### src/hdl/rgbsp_pkg.sv
// Shared constants, basis tables and coefficient rounding for the RGB-to-spectrum core.
package rgbsp_pkg;

    localparam int NUM_BINS    = 10;
    localparam int CHAN_W      = 8;
    localparam int POWER_W     = 21;
    localparam int IN_TDATA_W  = 24;
    localparam int OUT_TDATA_W = 216;

    // Which basis the middle-minus-smallest weight drives
    typedef enum logic [1:0] {
        SEC_CYAN,
        SEC_MAGENTA,
        SEC_YELLOW
    } sec_basis_t;

    // Which basis the largest-minus-middle weight drives
    typedef enum logic [1:0] {
        PRI_RED,
        PRI_GREEN,
        PRI_BLUE
    } pri_basis_t;

    typedef logic [15:0] basis_row_t [NUM_BINS];

    // Basis spectra in units of 1/10000, 397 nm first
    localparam basis_row_t BASIS_WHITE =
        '{16'd10000, 16'd10000, 16'd9999, 16'd9993, 16'd9992,
          16'd9998, 16'd10000, 16'd10000, 16'd10000, 16'd10000};
    localparam basis_row_t BASIS_CYAN =
        '{16'd9710, 16'd9426, 16'd10007, 16'd10007, 16'd10007,
          16'd10007, 16'd1564, 16'd0, 16'd0, 16'd0};
    localparam basis_row_t BASIS_MAGENTA =
        '{16'd10000, 16'd10000, 16'd9685, 16'd2229, 16'd0,
          16'd458, 16'd8369, 16'd10000, 16'd10000, 16'd9959};
    localparam basis_row_t BASIS_YELLOW =
        '{16'd1, 16'd0, 16'd1088, 16'd6651, 16'd10000,
          16'd10000, 16'd9996, 16'd9586, 16'd9685, 16'd9840};
    localparam basis_row_t BASIS_RED =
        '{16'd1012, 16'd515, 16'd0, 16'd0, 16'd0,
          16'd0, 16'd8325, 16'd10149, 16'd10149, 16'd10149};
    localparam basis_row_t BASIS_GREEN =
        '{16'd0, 16'd0, 16'd273, 16'd7937, 16'd10000,
          16'd9418, 16'd1719, 16'd0, 16'd0, 16'd25};
    localparam basis_row_t BASIS_BLUE =
        '{16'd10000, 16'd10000, 16'd8916, 16'd3323, 16'd0,
          16'd0, 16'd3, 16'd369, 16'd483, 16'd496};

    // Round a 1/10000 coefficient to fixed point with frac fraction bits
    function automatic int unsigned to_fixed(input logic [15:0] c, input int unsigned frac);
        logic [63:0] scaled;
        scaled = 64'(c) << frac;
        return 32'((scaled + 64'd5000) / 64'd10000);
    endfunction

endpackage

### src/hdl/rgb_to_spectrum_ten_bin_core.sv
// Pipelined Smits RGB-to-spectrum converter, ten bins from 397 nm to 703 nm.
//
// Usage:
//   s_* carries one RGB pixel per transfer (red, green, blue, 8 bits each).
//   m_* carries ten 21-bit spectral samples per transfer, 397 nm in the low bits.
//   Each sample is the spectrum value times 2^COEF_FRAC_BITS times 255.
// Pipeline:
//   Stage 1 sorts the channels and forms the white, secondary and primary weights.
//   Stage 2 multiplies the weights by the selected fixed-point basis coefficients.
//   Stage 3 adds the three products per bin into the output register.
// Flow: an input transfer passes through the stage 1, 2 and 3 registers, and m_tvalid
// rises once it reaches the stage 3 output register. Throughput is one pixel per cycle
// through the three-stage pipeline while the output is not stalled by m_tready.
// Stalls: each stage advances whenever the stage after it is empty or moving, so
// bubbles collapse and s_tready stays high until all three stages hold a pixel
// while m_tready is low. Nothing is dropped or repeated during a stall.
// Reset: rst_n clears all stage valid bits; the core is ready as soon as reset is
// released.
module rgb_to_spectrum_ten_bin_core #(
    parameter int COEF_FRAC_BITS = 12
) (
    input  logic                               clk,
    input  logic                               rst_n,
    input  logic                               s_tvalid,
    output logic                               s_tready,
    // fields from bit 0: red[7:0], green[15:8], blue[23:16]
    input  logic [rgbsp_pkg::IN_TDATA_W-1:0]   s_tdata,
    output logic                               m_tvalid,
    input  logic                               m_tready,
    // fields from bit 0: power_397nm, power_431nm, ... power_703nm, 21 bits each,
    // zero pad in [215:210]
    output logic [rgbsp_pkg::OUT_TDATA_W-1:0]  m_tdata
);

    localparam int NB     = rgbsp_pkg::NUM_BINS;
    localparam int CW     = rgbsp_pkg::CHAN_W;
    localparam int PW     = rgbsp_pkg::POWER_W;
    localparam int COEF_W = COEF_FRAC_BITS + 2;
    localparam int PROD_W = CW + COEF_W;
    localparam int SUM_W  = (PROD_W + 2 > PW) ? PROD_W + 2 : PW;

    // Stage advance enables
    logic v1_reg, v2_reg, v3_reg;
    logic en1, en2, en3;

    assign en3      = !v3_reg || m_tready;
    assign en2      = !v2_reg || en3;
    assign en1      = !v1_reg || en2;
    assign s_tready = en1;
    assign m_tvalid = v3_reg;

    always_ff @(posedge clk or negedge rst_n)
    begin
        if (!rst_n)
        begin
            v1_reg <= 1'b0;
            v2_reg <= 1'b0;
            v3_reg <= 1'b0;
        end
        else
        begin
            if (en1)
                v1_reg <= s_tvalid;
            if (en2)
                v2_reg <= v1_reg;
            if (en3)
                v3_reg <= v2_reg;
        end
    end

    // Stage 1: channel ordering and weights
    logic [CW-1:0] red, green, blue;
    logic [CW-1:0] w_white_next, w_sec_next, w_pri_next;
    rgbsp_pkg::sec_basis_t sec_next;
    rgbsp_pkg::pri_basis_t pri_next;
    logic [CW-1:0] w_white_reg, w_sec_reg, w_pri_reg;
    rgbsp_pkg::sec_basis_t sec_reg;
    rgbsp_pkg::pri_basis_t pri_reg;

    assign red   = s_tdata[7:0];
    assign green = s_tdata[15:8];
    assign blue  = s_tdata[23:16];

    always_comb
    begin
        if (red <= green && red <= blue)
        begin
            w_white_next = red;
            sec_next     = rgbsp_pkg::SEC_CYAN;
            if (green <= blue)
            begin
                w_sec_next = green - red;
                w_pri_next = blue - green;
                pri_next   = rgbsp_pkg::PRI_BLUE;
            end
            else
            begin
                w_sec_next = blue - red;
                w_pri_next = green - blue;
                pri_next   = rgbsp_pkg::PRI_GREEN;
            end
        end
        else if (green <= red && green <= blue)
        begin
            w_white_next = green;
            sec_next     = rgbsp_pkg::SEC_MAGENTA;
            if (red <= blue)
            begin
                w_sec_next = red - green;
                w_pri_next = blue - red;
                pri_next   = rgbsp_pkg::PRI_BLUE;
            end
            else
            begin
                w_sec_next = blue - green;
                w_pri_next = red - blue;
                pri_next   = rgbsp_pkg::PRI_RED;
            end
        end
        else
        begin
            w_white_next = blue;
            sec_next     = rgbsp_pkg::SEC_YELLOW;
            if (red <= green)
            begin
                w_sec_next = red - blue;
                w_pri_next = green - red;
                pri_next   = rgbsp_pkg::PRI_GREEN;
            end
            else
            begin
                w_sec_next = green - blue;
                w_pri_next = red - green;
                pri_next   = rgbsp_pkg::PRI_RED;
            end
        end
    end

    always_ff @(posedge clk)
    begin
        if (en1)
        begin
            w_white_reg <= w_white_next;
            w_sec_reg   <= w_sec_next;
            w_pri_reg   <= w_pri_next;
            sec_reg     <= sec_next;
            pri_reg     <= pri_next;
        end
    end

    // Stages 2 and 3, one lane per spectral bin
    logic [PROD_W-1:0] prod_white_reg [NB];
    logic [PROD_W-1:0] prod_sec_reg   [NB];
    logic [PROD_W-1:0] prod_pri_reg   [NB];
    logic [PW-1:0]     power_reg      [NB];

    for (genvar i = 0; i < NB; i++)
    begin : g_bin
        localparam logic [COEF_W-1:0] C_WHITE = COEF_W'(rgbsp_pkg::to_fixed(
            rgbsp_pkg::BASIS_WHITE[i], COEF_FRAC_BITS));
        localparam logic [COEF_W-1:0] C_CYAN = COEF_W'(rgbsp_pkg::to_fixed(
            rgbsp_pkg::BASIS_CYAN[i], COEF_FRAC_BITS));
        localparam logic [COEF_W-1:0] C_MAGENTA = COEF_W'(rgbsp_pkg::to_fixed(
            rgbsp_pkg::BASIS_MAGENTA[i], COEF_FRAC_BITS));
        localparam logic [COEF_W-1:0] C_YELLOW = COEF_W'(rgbsp_pkg::to_fixed(
            rgbsp_pkg::BASIS_YELLOW[i], COEF_FRAC_BITS));
        localparam logic [COEF_W-1:0] C_RED = COEF_W'(rgbsp_pkg::to_fixed(
            rgbsp_pkg::BASIS_RED[i], COEF_FRAC_BITS));
        localparam logic [COEF_W-1:0] C_GREEN = COEF_W'(rgbsp_pkg::to_fixed(
            rgbsp_pkg::BASIS_GREEN[i], COEF_FRAC_BITS));
        localparam logic [COEF_W-1:0] C_BLUE = COEF_W'(rgbsp_pkg::to_fixed(
            rgbsp_pkg::BASIS_BLUE[i], COEF_FRAC_BITS));

        logic [COEF_W-1:0] sec_coef, pri_coef;
        logic [SUM_W-1:0]  sum;

        // Coefficient select
        always_comb
        begin
            case (sec_reg)
                rgbsp_pkg::SEC_CYAN:    sec_coef = C_CYAN;
                rgbsp_pkg::SEC_MAGENTA: sec_coef = C_MAGENTA;
                rgbsp_pkg::SEC_YELLOW:  sec_coef = C_YELLOW;
                default:                sec_coef = '0;
            endcase
            case (pri_reg)
                rgbsp_pkg::PRI_RED:   pri_coef = C_RED;
                rgbsp_pkg::PRI_GREEN: pri_coef = C_GREEN;
                rgbsp_pkg::PRI_BLUE:  pri_coef = C_BLUE;
                default:              pri_coef = '0;
            endcase
        end

        // Stage 2: products
        always_ff @(posedge clk)
        begin
            if (en2)
            begin
                prod_white_reg[i] <= PROD_W'(w_white_reg) * PROD_W'(C_WHITE);
                prod_sec_reg[i]   <= PROD_W'(w_sec_reg) * PROD_W'(sec_coef);
                prod_pri_reg[i]   <= PROD_W'(w_pri_reg) * PROD_W'(pri_coef);
            end
        end

        // Stage 3: sum of three products, low bits kept
        assign sum = SUM_W'(prod_white_reg[i]) + SUM_W'(prod_sec_reg[i])
                   + SUM_W'(prod_pri_reg[i]);

        always_ff @(posedge clk)
        begin
            if (en3)
                power_reg[i] <= sum[PW-1:0];
        end
    end

    // Output packing
    always_comb
    begin
        m_tdata = '0;
        for (int i = 0; i < NB; i++)
            m_tdata[i*PW +: PW] = power_reg[i];
    end

    // Checks
    logic [CW-1:0] in_max;

    assign in_max = (red >= green && red >= blue) ? red :
                    (green >= blue) ? green : blue;

    // The three weights always add up to the largest channel
    assert property (@(posedge clk) disable iff (!rst_n)
        (s_tvalid && s_tready) |=>
            ((CW+2)'(w_white_reg) + (CW+2)'(w_sec_reg) + (CW+2)'(w_pri_reg))
                == (CW+2)'($past(in_max)))
        else $error("stage 1 weights do not sum to the largest channel");

    // A pixel in stage 2 moves into an empty output register
    assert property (@(posedge clk) disable iff (!rst_n)
        (v2_reg && !v3_reg) |=> v3_reg)
        else $error("stage 2 pixel did not advance into empty output stage");

    // Input is refused only when every stage is full and the output stalls
    assert property (@(posedge clk) disable iff (!rst_n)
        !s_tready |-> (v1_reg && v2_reg && v3_reg && !m_tready))
        else $error("input stalled while pipeline has room");

    // A stalled output keeps its data
    assert property (@(posedge clk) disable iff (!rst_n)
        (v3_reg && !m_tready) |=> (v3_reg && $stable(m_tdata)))
        else $error("stalled result changed or was lost");

endmodule
### config.mk
export PLATFORM = sky130hd
export DESIGN_NAME = rgb_to_spectrum_ten_bin_core
export DESIGN_NICKNAME = d
export VERILOG_FILES = /design/src/hdl/rgbsp_pkg.sv /design/src/hdl/rgb_to_spectrum_ten_bin_core.sv
export SDC_FILE = /design/constraint.sdc
export NUM_CORES = 2
export LEC_CHECK = 0
export BUFFER_PORTS_ARGS = -buffer_cell sky130_fd_sc_hd__buf_4
export CORE_AREA = 2 2 384 386
export DETAILED_ROUTE_END_ITERATION = 12
export DIE_AREA = 0 0 386 388
export PLACE_DENSITY = 0.69
export SYNTH_ARGS = -nofsm -noshare
export SYNTH_HDL_FRONTEND = slang
export SYNTH_SLANG_ARGS = --single-unit
### constraint.sdc
create_clock -name clk -period 12.91 [get_ports clk]
set_input_delay 0.6455 -clock clk [delete_from_list [all_inputs] [get_ports clk]]
set_output_delay 0.6455 -clock clk [all_outputs]
set_load 0.03 [all_outputs]
## Yosys cells after proc, flatten, opt, wreduce, memory -nomap -nowiden

Memory sizes are Yosys's and may differ from the RTL's.
Index checks and enable logic that the tools add are counted.

| storage, ports and cells | value |
|---|---|
| output and inout bits | 218 |
| memories kept | 4 |
| logic and storage cells | 120 |
| input port bits | 28 |
| RAM bits | 850 |
| register bits | 31 |

| operators by class | value |
|---|---|
| $mul | 22 |
| reductions and logical operators | 10 |
| add/subtract/negate cells | 26 |
| equality and inequality tests | 4 |
| order comparisons | 4 |
| multiplexer cells | 42 |

Memory list:

| name | depth | bits a word | read ports | clocked after Yosys merged registers in | wr ports | RTL line | RTL |
|---|---|---|---|---|---|---|---|
| prod_pri_reg | 10 | 22 | 10 | 0 | 10 | rgb_to_spectrum_ten_bin_core.sv:154 | `logic [PROD_W-1:0] prod_pri_reg [NB];` |
| prod_sec_reg | 10 | 22 | 10 | 0 | 10 | rgb_to_spectrum_ten_bin_core.sv:153 | `logic [PROD_W-1:0] prod_sec_reg [NB];` |
| power_reg | 10 | 21 | 10 | 0 | 10 | rgb_to_spectrum_ten_bin_core.sv:155 | `logic [PW-1:0] power_reg [NB];` |
| prod_white_reg | 10 | 20 | 10 | 0 | 10 | rgb_to_spectrum_ten_bin_core.sv:152 | `logic [PROD_W-1:0] prod_white_reg [NB];` |

Operators by type and width:

| cell | count |
|---|---|
| 8-bit by 14-bit multiplier with 22-bit output | 20 |
| 21-bit adder | 20 |
| 13-bit one-hot mux with 2 select lines | 9 |
| 13-bit one-hot mux with 3 select lines | 4 |
| 8-bit two-way mux | 12 |
| 12-bit one-hot mux with 2 select lines | 3 |
| 12-bit one-hot mux with 3 select lines | 2 |
| 8-bit subtractor | 6 |
| 8-bit by 12-bit multiplier with 20-bit output, second input constant | 2 |
| 8-bit less-or-equal comparator | 4 |
| 13-bit two-way mux | 1 |
| 12-bit two-way mux | 1 |
| 2-bit two-way mux | 5 |
| 1-bit two-way mux | 5 |
| 2-bit by 1-bit == test with 1-bit output, second input constant | 2 |
| 2-bit == test, second input constant | 2 |
| 2-bit zero test | 2 |
| 1-bit zero test | 3 |
| 1-bit logical OR | 3 |
| 1-bit logical AND | 2 |

## Depth between registers and ports, before layout

| logic depth | value |
|---|---|
| word-level depth | 5 |
| gate-level depth with buffers | 26 |
| depth with buffers taken out | 23 |

## Worst setup path after synthesis

Ideal clock, no wire load.

| path | value |
|---|---|
| kind | register -> register |
| start | register v3_reg, in the netlist m_tvalid |
| end | memory prod_pri_reg[0][10] (netlist bit), enable pin |
| buffers on the path | 0 |
| data arrival time | 10031 ps |
| stages on the path, launching flop included | 2 |
| required time | 8776 ps |
| period minus slack after synthesis | 14166 ps |
| slack | -1256 ps |
| setup time | 4134 ps |
| cells stage by stage | dfrtp_1 -> nand3b_1 |

RTL lines:

| item | RTL line | RTL |
|---|---|---|
| start: declaration | rgb_to_spectrum_ten_bin_core.sv:43 | `logic v1_reg, v2_reg, v3_reg;` |
| start signal: assignment | rgb_to_spectrum_ten_bin_core.sv:67 | `v3_reg <= v2_reg;` |
| end: declaration | rgb_to_spectrum_ten_bin_core.sv:154 |  |

==> impl_metrics.env <==
export IMPL_clock_skew_ns=0.0387
export IMPL_ws_path_type="reg -> reg"
export IMPL_end_kind="flop"
export IMPL_final_period_minus_worst_setup_slack_ns=6.71
export IMPL_worst_hold_slack_ns=0.140
export IMPL_port_buffers=239
export IMPL_floorplan_core_area_mm2=0.145
export IMPL_most_common_layout_cells="ha_1 (1234), inv_1 (1199), fa_1 (750)"
export IMPL_grt_util_all_layers_pct=27.4
export IMPL_cpMaxStageDelayCell="inv_1"
export IMPL_critical_path_max_stage_delay_ns=0.63
export IMPL_cts_root_to_sink_buffers=3
export IMPL_fp_dieArea_mm2=0.150
export IMPL_gp_routability_congestion=1.00
export IMPL_path_cells="inv_1 > ha_1 > nand2_1 > inv_1 > ha_1 > inv_1 > fa_1 > fa_1 > inv_1 > fa_1 > ha_1 > o21ai_0 > a21oi_1 > a21oi_1 > o21ai_0 > a41oi_1 > mux2_2"
export IMPL_layout_area_overhead_vs_synth_pct=9.76
export IMPL_pre_cts_ws_ns=6.28
export IMPL_rr_startpoint="sec_reg[0]"
export IMPL_tightest_slew_ns=1.21
export IMPL_async_flop_share_pct=0.449
export IMPL_crit_top_cell="inv_1"
export IMPL_final_layout_size_suffix_gt1_share_pct=6.94
export IMPL_max_clock_freq_ghz=0.149
export IMPL_drt_first_iter_violations=3578
export IMPL_cts_root_buf="clkbuf_16"
export IMPL_worst_setup_path_startpoint="sec_reg[0]"
export IMPL_cts_tree="done"
export IMPL_dpl_cell_area_mm2=0.0769
export IMPL_setup_viol_count_final=0
export IMPL_critical_path_top_delay_family="adder cells"
export IMPL_grt_first_pass_wirelength_um=307000
export IMPL_hold_class="in -> reg"
export IMPL_r2r_slack_ns=6.20
export IMPL_critPathCapture="prod_sec_reg[5][19]"
export IMPL_rsz0062_at_grt="false"
export IMPL_numCtsBuffers=83
export IMPL_max_cap_viol_count=0
export IMPL_flip_flop_count_of_the_largest_register_all_copies_and_words_added=207
export IMPL_post_route_worst_setup_slack_ns=6.20
export IMPL_ctsHtreeMaxLevel=3
export IMPL_synth_seq_cells=668
export IMPL_dp_final_hpwl_um=165000
export IMPL_std_cell_rows=140
export IMPL_clock_pin_slew_reported_for_the_worst_setup_and_hold_paths_after_clock_tree_synthesis_ns=0.07
export IMPL_worst_setup_path_start_kind="flop"
export IMPL_layout_commonest_cell="ha_1"
export IMPL_seq_area_frac_synth_pct=27.6
export IMPL_crit_fanout=14
export IMPL_initial_core_utilization_pct=49.9
export IMPL_wire_length_reported_by_the_detailed_router_um=202000
export IMPL_cts_sink_count=668
export IMPL_timing_critical_path_buf_inv=4
export IMPL_route_antenna_remaining_nets=0
export IMPL_synth_edff_count=665
export IMPL_cp_required_ns=13.38
export IMPL_syn_inst=6643
export IMPL_yosys_warnings=0
export IMPL_grt_pass1_vias=51000
export IMPL_ys_dominant_reg_cell="edfxtp_1"
export IMPL_synthesis_area_mm2=0.0725
export IMPL_final_cell_area_mm2=0.0796
export IMPL_drt_pass1_iterations=6
export IMPL_pin_count_of_the_biggest_net_entering_global_routing=116
export IMPL_nNetsFinal=8981
export IMPL_worstSetupPathDepth=17
export IMPL_number_of_hold_slack_violations_in_the_final_timing_report=0
export IMPL_detailroute_via_count=49600
export IMPL_wire_per_inst_um=22.6
export IMPL_worst_r2r_endpoint="prod_sec_reg[5][19]"
export IMPL_detail_route_drc_violations=0
export IMPL_io_pins=246
export IMPL_dieWidth_um=386
export IMPL_run_status="completed"
export IMPL_avgSynthCellArea_um2=10.9
export IMPL_synth_distinct_cells=82
export IMPL_worst_skew_pair_late_latency_ns=0.72
export IMPL_reg2regPathDepth=17
export IMPL_fin_util_pct=54.8
export IMPL_chipHeight_um=388
export IMPL_final_max_slew_violation_count=0
export IMPL_initial_antenna_violation_count=12
export IMPL_cp_data_arrival_time_ns=7.18
export IMPL_worst_slew_margin_relative_to_its_limit_pct=19.2
export IMPL_avgViaCountPerCell=5.54
export IMPL_globalRouteOverflowTotal=0
export IMPL_timing_final_crit_share_pct=52.0
export IMPL_post_cts_resized=0
==> worst min path at each step <==
stage	from	endpoint	slack (ns)	depth (start not counted)
2_1_floorplan	rst_n	m_tvalid	0.35	0
3_3_place_gp	rst_n	v1_reg	0.44	1
3_5_place_dp	rst_n	v1_reg	0.44	1
4_1_cts	s_tvalid	v1_reg	0.09	2
5_1_grt	s_tvalid	v1_reg	0.13	2
6_report	s_tvalid	v1_reg	0.14	2
==> synth_stat cells, types with 13 or more instances <==
cell type,count,area share (%)
or2_2,27,0.23
a21oi_1,367,2.5
or3_1,17,0.15
nand2_1,270,1.4
edfxtp_1,665,28
o21ai_0,223,1.5
a211oi_1,32,0.33
nor2b_1,89,0.77
a31o_2,15,0.18
nor3_1,73,0.50
xor2_1,150,1.8
a21boi_0,21,0.22
o211ai_1,20,0.21
clkbuf_1,34,0.18
buf_2,15,0.10
o21ai_1,17,0.12
o21bai_1,73,0.76
xnor2_1,347,4.2
o31ai_1,13,0.13
nand4_1,23,0.20
nor2_1,266,1.4
mux2i_1,33,0.46
ha_1,1234,21
o21a_1,67,0.69
nand2b_1,61,0.53
a31oi_1,53,0.46
fa_1,750,21
and2_1,46,0.40
nand3_1,54,0.37
and3_1,41,0.35
inv_1,1199,6.2
a21o_1,158,1.6
==> through the flow <==
step | TNS, ns | instances
after floorplan | -533.33 | 6648
after global placement | 0 | 8800
after detailed placement | 0 | 8800
after CTS | 0 | 8949
after global routing | 0 | 8949
final | 0 | 8953
==> per-layer routing <==
layer / vias up / track usage, % / routed length (um)
li1: 23300 / - / -
met3: 354 / 4.44 / 13700
met4: 2 / 10.1 / 7580
met1: 24500 / 36.9 / 86200
met5: - / 0 / 10
met2: 1516 / 44.5 / 94500
==> final cells by class <==
type | instances | area (um^2)
flip-flops and latches | 668 | 20000
diodes | 4 | 10.0
well taps | 1917 | 2400
inverters | 1199 | 4500
repair buffers | 297 | 2240
clock inverters | 52 | 514
clock buffers | 96 | 2170
multi-input cells | 4720 | 47700
fillers | 12500 | 65600
==> cell families after synthesis <==
family                     count (synthesis)  synth area share, %
adders and majority gates               1984                 42.0
buffers and inverters                   1260                 6.61
AOI/OAI and AO/OA                       1191                 10.6
and+or+nand+nor                         1006                 6.68
DFF                                      668                 27.6
xor gates and xnor gates                 497                 6.00
muxes                                     36                0.502
other                                      1              0.00517
==> repair_timing <==
item                                   CTS  global route
hold buffers                             1             0
setup buffers                            0             0
endpoints found under the hold margin    3             0
==> worst register-to-register path, cell delays in order (launching register included) <==
cell and delay [ns]:
edfxtp_1 0.50, inv_1 0.26, ha_1 0.62, nand2_1 0.40, inv_1 0.63, ha_1 0.44, inv_1 0.17, fa_1 0.52
fa_1 0.57, inv_1 0.06, fa_1 0.48, ha_1 0.37, o21ai_0 0.14, a21oi_1 0.14, a21oi_1 0.31, o21ai_0 0.23
a41oi_1 0.27, mux2_2 0.36
Power is left out: the tool's default activity adds up to more than one toggle a clock period on the data nets, which glitch-free logic cannot reach.
